File: src/sv/color_key_span_extractor_unit_assert.svh
// Assertion macros shared by the color key span extractor RTL.
// Included by the modules that carry concurrent checks; no other dependencies.
`ifndef COLOR_KEY_SPAN_EXTRACTOR_UNIT_ASSERT_SVH
`define COLOR_KEY_SPAN_EXTRACTOR_UNIT_ASSERT_SVH

`ifndef ASSERT_OFF
// Property that must hold at every clock edge out of reset
`define CKSE_ASSERT_PROP(lbl, clk, rstn, prop, msg) \
	lbl: assert property (@(posedge clk) disable iff (!rstn) (prop)) else $error(msg);
// Condition that must never be true at a clock edge out of reset
`define CKSE_ASSERT_NEVER(lbl, clk, rstn, cond, msg) \
	lbl: assert property (@(posedge clk) disable iff (!rstn) !(cond)) else $error(msg);
`else
`define CKSE_ASSERT_PROP(lbl, clk, rstn, prop, msg)
`define CKSE_ASSERT_NEVER(lbl, clk, rstn, cond, msg)
`endif

`endif

File: src/sv/ckse_pkg.sv
// Shared types, codes and key helpers of the color key span extractor.
// No dependencies; imported by the span tracker and the top level.
package ckse_pkg;

	// Pixel formats, as written to the format register
	typedef enum logic [1:0] {
		FMT_PALETTE = 2'd0,
		FMT_RGB565  = 2'd1,
		FMT_RGB24   = 2'd2,
		FMT_RAW32   = 2'd3
	} pix_fmt_t;

	// Input beat kinds (carried in tuser)
	localparam logic CMD_PIXEL     = 1'b0;
	localparam logic CMD_PAL_WRITE = 1'b1;

	// Configuration register indexes
	localparam logic [1:0] REG_KEY_COLOR    = 2'd0;
	localparam logic [1:0] REG_PIXEL_FORMAT = 2'd1;
	localparam logic [1:0] REG_LINE_WIDTH   = 2'd2;
	localparam logic [1:0] REG_IMAGE_HEIGHT = 2'd3;

	// Palette geometry
	localparam int PAL_DEPTH = 256;
	localparam int PAL_WIDTH = 32;

	// Channel and field widths
	localparam int IN_TDATA_W  = 40;
	localparam int OUT_TDATA_W = 40;
	localparam int CFG_DATA_W  = 24;
	localparam int DIM_W       = 13;

	// Pixel handed from the compare stage to the span tracker
	typedef struct packed {
		logic step;
		logic opaque;
	} pix_ctl_t;

	// Span produced for the current pixel
	typedef struct packed {
		logic        emit;
		logic [11:0] start_col;
		logic [12:0] end_col;
		logic [11:0] row;
	} span_t;

	// 0x00BBGGRR color reference to 0x00RRGGBB
	function automatic logic [23:0] key_to_rgb(input logic [23:0] key);
		return {key[7:0], key[15:8], key[23:16]};
	endfunction

	// Key reduced to RGB565 (R in the top bits)
	function automatic logic [15:0] key_to_565(input logic [23:0] key);
		return {key[7:3], key[15:10], key[23:19]};
	endfunction

endpackage

File: src/sv/ckse_span_tracker.sv
// Column/row counters and opaque run bookkeeping of the span extractor.
// Depends on ckse_pkg and the assertion macro header.
`include "color_key_span_extractor_unit_assert.svh"

module ckse_span_tracker import ckse_pkg::*; #(
	parameter int MAX_WIDTH  = 4096,
	parameter int MAX_HEIGHT = 4096,
	localparam int CW = $clog2(MAX_WIDTH),
	localparam int WW = $clog2(MAX_WIDTH + 1),
	localparam int RW = (MAX_HEIGHT > 1) ? $clog2(MAX_HEIGHT) : 1,
	localparam int HW = $clog2(MAX_HEIGHT + 1)
) (
	input  logic          clk,
	input  logic          arst_n,
	input  pix_ctl_t      ctl,
	input  logic [WW-1:0] width,
	input  logic [HW-1:0] height,
	output span_t         span
);

	logic [CW-1:0] col_q;
	logic [RW-1:0] row_q;
	logic          run_open_q;
	logic [CW-1:0] run_begin_q;

	logic [WW-1:0] col_inc;
	logic [HW-1:0] row_inc;
	logic          last;
	logic          row_wrap;
	logic          open_n;
	logic [CW-1:0] begin_n;
	logic          emit;
	logic [CW-1:0] s_col;
	logic [WW-1:0] e_col;
	logic [31:0]   s_ext;
	logic [31:0]   e_ext;
	logic [31:0]   r_ext;

	// End of line and end of frame
	assign col_inc  = WW'(col_q) + WW'(1);
	assign last     = (col_inc >= width);
	assign row_inc  = HW'(row_q) + HW'(1);
	assign row_wrap = (row_inc >= height);

	// Run open/close for this pixel; the line end closes any open run
	always_comb begin
		open_n  = run_open_q;
		begin_n = run_begin_q;
		emit    = 1'b0;
		s_col   = run_begin_q;
		e_col   = WW'(col_q);
		if (run_open_q) begin
			if (!ctl.opaque) begin
				emit   = 1'b1;
				open_n = 1'b0;
			end
		end else if (ctl.opaque) begin
			begin_n = col_q;
			open_n  = 1'b1;
		end
		if (last && open_n) begin
			emit   = 1'b1;
			s_col  = begin_n;
			e_col  = width;
			open_n = 1'b0;
		end
	end

	// Span fields at their output widths
	assign s_ext = 32'(s_col);
	assign e_ext = 32'(e_col);
	assign r_ext = 32'(row_q);

	always_comb begin
		span.emit      = ctl.step && emit;
		span.start_col = s_ext[11:0];
		span.end_col   = e_ext[12:0];
		span.row       = r_ext[11:0];
	end

	// State advances once per pixel
	always_ff @(posedge clk or negedge arst_n) begin
		if (!arst_n) begin
			col_q       <= '0;
			row_q       <= '0;
			run_open_q  <= 1'b0;
			run_begin_q <= '0;
		end else if (ctl.step) begin
			run_open_q  <= open_n;
			run_begin_q <= begin_n;
			if (last) begin
				col_q <= '0;
				row_q <= row_wrap ? '0 : RW'(row_inc);
			end else begin
				col_q <= CW'(col_inc);
			end
		end
	end

	`CKSE_ASSERT_PROP(a_eol_closes_run, clk, arst_n, ctl.step && last |=> !run_open_q, "run open after line end")
	`CKSE_ASSERT_PROP(a_eol_col_zero, clk, arst_n, ctl.step && last |=> col_q == '0, "column not reset at line end")
	`CKSE_ASSERT_PROP(a_emit_closes_run, clk, arst_n, span.emit |=> !run_open_q, "run still open after its span")

endmodule

File: config.mk
export PLATFORM = sky130hd
export DESIGN_NAME = ckse_span_tracker
export DESIGN_NICKNAME = d
export VERILOG_FILES = /design/src/sv/ckse_pkg.sv /design/src/sv/ckse_span_tracker.sv
export VERILOG_INCLUDE_DIRS = /design/src /design/src/sv
export SDC_FILE = /design/constraint.sdc
export NUM_CORES = 1
export LEC_CHECK = 0
export BUFFER_PORTS_ARGS = -buffer_cell sky130_fd_sc_hd__clkbuf_2
export CAP_MARGIN = 20
export CORE_MARGIN = 2
export CORE_UTILIZATION = 33
export CTS_CLUSTER_DIAMETER = 40
export CTS_CLUSTER_SIZE = 8
export DETAILED_ROUTE_END_ITERATION = 10
export PLACE_DENSITY = 0.49
export REMOVE_ABC_BUFFERS = 1
export SLEW_MARGIN = 20
export SYNTH_ARGS = -nofsm -noshare
export SYNTH_HDL_FRONTEND = slang
export SYNTH_SLANG_ARGS = --single-unit
File: constraint.sdc
create_clock -name clk -period 7.5 [get_ports clk]
set_input_delay 1.5 -clock clk [delete_from_list [all_inputs] [get_ports clk]]
set_output_delay 1.5 -clock clk [all_outputs]
set_load 0.01 [all_outputs]
==> results.py, run 1 <==
metrics = {
    "clock_network": {
        "clock-sinks": 37,
        "cts_hold_buffers": 0,
        "numCtsBuffers": 5,
        "clk_latency_ns": 0.30,
        "cts_tree": "yes",
        "root_buffer": "clkbuf_8",
        "cts-resized-gates": 0,
        "clk_path_buf_depth": 2,
        "htreeDepth": 2,
        "clkTransAtPathRegs_ns": 0.08,
        "cts_setup_buffers": 0,
    },
    "synthesis": {
        "synth-simple-area-share_pct": 16.6,
        "synth_top_family_by_area": "simple AND/OR/NAND/NOR gates",
        "synth_commonest_cells": "dfrtp_1 (37), inv_1 (36), nand2_1 (30)",
        "synthAdderAreaFrac_pct": 11.8,
        "ys_async_sr_fraction_pct": 100,
        "synth_top_area_share_pct": 31.2,
        "synth-main-ff-cell": "dfrtp_1",
        "yosysMostFrequentCell": "dfrtp_1",
        "muxShareOfSynthArea_pct": 12.7,
        "syn_area_per_cell_um2": 9.32,
        "syn_area_mm2": 0.00296,
        "ys_ff_latch": 37,
        "synth.distinct_cells": 52,
        "netlist_instances": 318,
        "ys_seq_area_share_pct": 31.2,
        "yosysWarningCount": 0,
        "synth-compound-area-share_pct": 14.7,
        "synthTopCellsByArea": "dfrtp_1 (31%), ha_1 (12%), mux2_4 (5.1%)",
        "synth-edff-count": 0,
        "synth_top_area_cell": "dfrtp_1",
        "synthXorXnorAreaFrac_pct": 5.61,
    },
    "sta": {
        "setup_viol": 0,
        "fin_worst_skew_ns": 0.00888,
        "max_freq_mhz": 188,
        "rsz0062_at_grt": "no",
        "setup_tns_ns": 0,
        "fin_crit_sh_pct": 70.8,
        "relSlewSlack_pct": 39.1,
        "min_period_ns": 5.31,
        "hold_violations": 0,
        "slew_violations": 0,
        "worst_slew_pin_slew_ns": 0.914,
    },
    "global_route": {
        "antenna_found_initial": 0,
        "grt_max_degree": 38,
        "grt_pass1_wl_um": 11400,
        "grt.total_usage_pct": 14.5,
        "grt_pass1_vias": 2321,
        "grt-ovfl-total": 0,
    },
    "worst_setup_path": {
        "crit_type": "reg2out",
        "cp.buffers_inverters": 1,
        "path_max_fanout": 11,
        "crit_chain": "ha_1 > nand4_1 > nor4_1 > and3_1 > and3_1 > ha_1 > nand2_1 > o21ai_0 > a21o_1 > a21oi_1 > a21oi_1 > clkbuf_2",
        "slowest_stage": "a21oi_1",
        "cpLargestDelayFamily": "compound AO/OA/AOI/OAI gates",
        "end_kind": "output port",
        "critical_path_required_ns": 6.00,
        "startpoint_type": "register",
        "max_stage_delay_ns": 0.68,
        "arrival_ns": 3.81,
    },
    "route": {
        "wl_per_cell_um": 14.0,
        "drt_iter0_markers": 54,
        "vias": 2395,
        "post_drt_via_cell_ratio": 4.92,
        "ant_nets": 0,
        "routed_wl_um": 6800,
        "firstDrtPassIters": 4,
        "drc": 0,
    },
    "status": {
        "status": "complete, no violations",
    },
    "power_and_ir_drop": {
        "power.leakage_nw": 1.87,
        "p_per_area_mw_per_mm2": 239,
        "power_mw": 0.829,
        "ir_drop_mv": 0.101,
    },
    "floorplanning": {
        "fp.coreArea_mm2": 0.00872,
        "die_x_um": 98.8,
        "initial_utilization_pct": 34.0,
        "fp-row-count": 34,
        "die_area_mm2": 0.00976,
        "die_h_um": 98.8,
        "io_pins": 68,
    },
    "cells_and_area": {
        "drive_gt1_share_pct": 29.6,
        "fill_cells": 883,
        "nNetsFinal": 436,
        "fin_area_mm2": 0.00347,
        "num_antenna_cells": 0,
        "area_growth_pct": 17.2,
    },
    "placement": {
        "place.gp.congestion": 0.778,
        "place.port_buffers": 67,
        "hpwl_um": 5150,
        "postPlaceCellArea_mm2": 0.00335,
    },
    "run": {
        "drv_cap": 0,
    },
    "hold_path": {
        "hold_class": "reg2reg",
    },
}
-- power by group --
| group | internal, mW | switching [mW] | leakage (nW) |
|---|---|---|---|
| clock | 0.108 | 0.0783 | 0.0574 |
| combinational | 0.162 | 0.179 | 1.33 |
| sequential | 0.247 | 0.0550 | 0.481 |
| total | 0.517 | 0.313 | 1.87 |
-- cells by family (layout without fill, tap and decap cells) --
family	after synthesis	in the layout
AND/OR/NAND/NOR	88	88
AO/OA/AOI/OAI	65	65
buffers and inverters	50	111
flip-flops	37	37
multiplexers	31	31
adder cells (fa/ha/maj)	28	28
XOR/XNOR	19	19
-- layer usage --
layer | wire length, µm | track usage (%) | up-vias
met5 | 0 | 0 | -
met4 | 53 | 3.48 | 0
met3 | 257 | 2.48 | 5
met2 | 3280 | 24.3 | 46
met1 | 3210 | 19.4 | 1124
li1 | - | - | 1220
-- layout by cell type (no fill, tap or decap), types with 2 or more instances in the layout --
cell type,count
mux2_4,10
mux2i_1,8
clkbuf_8,6
o2bb2ai_1,3
nand4_1,4
inv_1,36
o21ai_0,25
clkbuf_2,66
nor2_4,2
a31oi_1,2
nand3_4,2
nand2b_1,5
nor3_1,2
xor2_1,6
and3_1,3
a21oi_1,13
nand2_1,30
xnor2_1,13
nand3_1,14
dfrtp_1,37
nor2b_1,2
and4_1,2
o21bai_1,2
a21o_1,3
ha_1,28
a22o_1,6
mux2_2,12
o31ai_2,2
a221o_1,2
nor2_1,11
-- state kept, by name, summed over array words and instances, names as in the netlist --
signal / count
run_begin_q: 12
run_open_q: 1
row_q: 12
col_q: 12
-- per-stage QoR --
stage,instances,setup slack [ns],hold WS [ns],util (%)
3_3_place_gp,479,2.44,0.464,38.5
4_1_cts,487,2.19,0.489,39.8
6_report,487,2.19,0.486,39.8
3_5_place_dp,479,2.43,0.470,38.5
2_1_floorplan,304,2.89,0.450,-
5_1_grt,487,1.77,0.514,39.8
-- final cells by class --
| cell class | instances | area, µm² | share of cell area, % |
|---|---|---|---|
| Timing Repair Buffer | 67 | 335 | 9.65 |
| Inverter | 36 | 135 | 3.89 |
| Multi-Input combinational cell | 231 | 1820 | 52.5 |
| Tap cell | 108 | 135 | 3.89 |
| Sequential cell | 37 | 926 | 26.6 |
| Clock inverter | 2 | 37.5 | 1.08 |
| Clock buffer | 6 | 82.6 | 2.38 |
-- final timing paths --
path | start | endpoint | slack [ns] | depth (start not counted)
max | col_q[0] | span[37] | 2.19 | 12
min | run_begin_q[8] | run_begin_q[8] | 0.49 | 2
max reg2reg | col_q[0] | col_q[5] | 3.68 | 12
min reg2reg | run_begin_q[8] | run_begin_q[8] | 0.49 | 2
max in group asynchronous | arst_n | col_q[4] | 5.59 | 1
min in group asynchronous | arst_n | row_q[8] | 1.33 | 1
-- worst min-delay path, delay by kind of cell, from the launching register on --
family	cells	cell delay (ns)
simple gates	1	0.05
compound gates	1	0.06
flops	1	0.35
Power figures use the tool's default switching activity.
==> run 2, diff against run 1 <==
==> constraint.sdc (replaced) <==
create_clock -name clk -period 5 [get_ports clk]
set_input_delay 1 -clock clk [delete_from_list [all_inputs] [get_ports clk]]
set_output_delay 1 -clock clk [all_outputs]
set_load 0.01 [all_outputs]
==> run 2 against run 1 <==
  * Critical path depth is the same
  * Sequential cell count did not move
  * Power increased by 51%
  * Hold slack improved by 0.0032 ns
  * Non-clock buffer count grew 1
  * Setup slack worse by 1.9 ns
  * Clock power grew 54%
  * Final area is 0.40% higher
  * Sequential share of layout area down 0.11 points
  * Combinational power is 50% higher
  * Largest power group unchanged
==> results.py, run 2 (synthesis results as in run 1) <==
metrics = {
    "status": {
        "status": "complete, no violations",
    },
    "clock_network": {
        "clk_latency_ns": 0.30,
        "cts_setup_buffers": 0,
        "clock-sinks": 37,
        "clkTransAtPathRegs_ns": 0.09,
        "htreeDepth": 2,
        "root_buffer": "clkbuf_8",
        "clk_path_buf_depth": 2,
        "cts_tree": "yes",
        "cts_hold_buffers": 0,
        "numCtsBuffers": 5,
    },
    "floorplanning": {
        "die_area_mm2": 0.00976,
        "die_x_um": 98.8,
        "initial_utilization_pct": 34.0,
        "fp.coreArea_mm2": 0.00872,
        "fp-row-count": 34,
        "die_h_um": 98.8,
        "io_pins": 68,
    },
    "sta": {
        "max_freq_mhz": 212,
        "fin_ws_ns": 0.290,
        "worst_slew_pin_slew_ns": 0.918,
        "hold_violations": 0,
        "min_period_ns": 4.71,
        "fin_worst_skew_ns": 0.0100,
        "setup_viol": 0,
        "relSlewSlack_pct": 38.8,
        "fin_crit_sh_pct": 94.2,
        "slew_violations": 0,
    },
    "worst_setup_path": {
        "startpoint_type": "register",
        "end_kind": "output port",
        "r2r_slack_ns": 1.36,
        "crit_type": "reg2out",
        "critical_path_required_ns": 4.00,
        "arrival_ns": 3.71,
        "path_max_fanout": 12,
    },
    "global_route": {
        "grt_max_degree": 38,
        "grt_pass1_wl_um": 11900,
        "antenna_found_initial": 0,
        "grt_pass1_vias": 2350,
        "grt-ovfl-total": 0,
        "grt.total_usage_pct": 15.2,
    },
    "cells_and_area": {
        "drive_gt1_share_pct": 30.0,
        "layout_common_cells": "clkbuf_2 (66), dfrtp_1 (37), inv_1 (36)",
        "nNetsFinal": 437,
        "fill_cells": 930,
        "multi_input_area_mm2": 0.00183,
        "num_antenna_cells": 0,
        "reg.largest.list": "col_q x12, row_q x12, run_begin_q x12",
        "final_common_cell": "clkbuf_2",
        "area_growth_pct": 17.7,
        "regArea_um2": 926,
    },
    "placement": {
        "post-place-ws_ns": 0.566,
        "place.port_buffers": 67,
        "hpwl_um": 5190,
        "place.gp.congestion": 0.774,
    },
    "power_and_ir_drop": {
        "p_per_area_mw_per_mm2": 360,
        "ir_drop_mv": 0.179,
        "power_mw": 1.26,
        "power.leakage_nw": 1.87,
    },
    "route": {
        "drt_iter0_markers": 70,
        "vias": 2398,
        "wl_per_cell_um": 14.5,
        "routed_wl_um": 7060,
        "drc": 0,
        "ant_nets": 0,
        "post_drt_via_cell_ratio": 4.91,
        "firstDrtPassIters": 4,
    },
    "run": {
        "drv_cap": 0,
    },
    "hold_path": {
        "hold_class": "reg2reg",
    },
}
==> run 2: changes by cell type in the layout (fill, tap and decap cells not counted) <==
cell and delta:
buf_4 +1, nor4_1 -1, nor4_2 +1
==> run 2: repair_timing <==
action,CTS,global route
setup endpoints to repair,0,12
resized for setup,0,1
hold endpoints to repair,0,0
==> run 2: per-layer routing <==
layer,vias to the layer above,share of wire [%],global-route usage (%)
li1,1218,-,-
met1,1112,48,20.9
met2,61,47,24.5
met3,7,3.9,2.48
met4,0,1.4,4.74
met5,-,0,0
==> run 2: final cells by class <==
type	count	share of cell area, %
clock inverter	2	1.08
sequential	37	26.5
multi-input combinational	231	52.4
inverter	36	3.87
timing repair buffer	68	9.83
clock buffer	6	2.37
tap	108	3.87
==> run 2: through the flow <==
| step | area (µm²) | hold WS (ns) | util, % | TNS (ns) | cells |
|---|---|---|---|---|---|
| 2_1_floorplan | 2880 | 0.450 | - | 0 | 304 |
| 3_3_place_gp | 3360 | 0.468 | 38.6 | 0 | 480 |
| 3_5_place_dp | 3360 | 0.475 | 38.6 | 0 | 480 |
| 4_1_cts | 3480 | 0.494 | 39.9 | 0 | 488 |
| 5_1_grt | 3490 | 0.524 | 40.0 | -0.105 | 488 |
| 6_report | 3490 | 0.489 | 40.0 | 0 | 488 |
==> run 2: worst max-delay path, cell delays in order (launching register included) <==
cell and delay [ns]:
dfrtp_1 0.48, ha_1 0.29, nand4_1 0.19, nor4_2 0.28, and3_1 0.29, xor2_1 0.09
ha_1 0.31, nand2_1 0.09, nor4_4 0.37, a21o_4 0.22, nand3_4 0.26, mux2_4 0.39
clkbuf_2 0.13
==> run 2: power breakdown <==
part	leakage (nW)	switching [mW]	internal, mW
sequential	0.481	0.0874	0.370
combinational	1.34	0.267	0.243
clock	0.0574	0.125	0.162
total	1.87	0.479	0.776
==> run 2: worst paths after layout <==
path | startpoint | to | depth (start not counted)
min in group asynchronous | arst_n | run_begin_q[9] | 1
worst max-delay path | col_q[0] | span[30] | 12
worst max register to register | col_q[0] | row_q[7] | 12
max in group asynchronous | arst_n | run_begin_q[4] | 1
worst min register to register | run_begin_q[5] | run_begin_q[5] | 2
worst min-delay path | run_begin_q[5] | run_begin_q[5] | 2
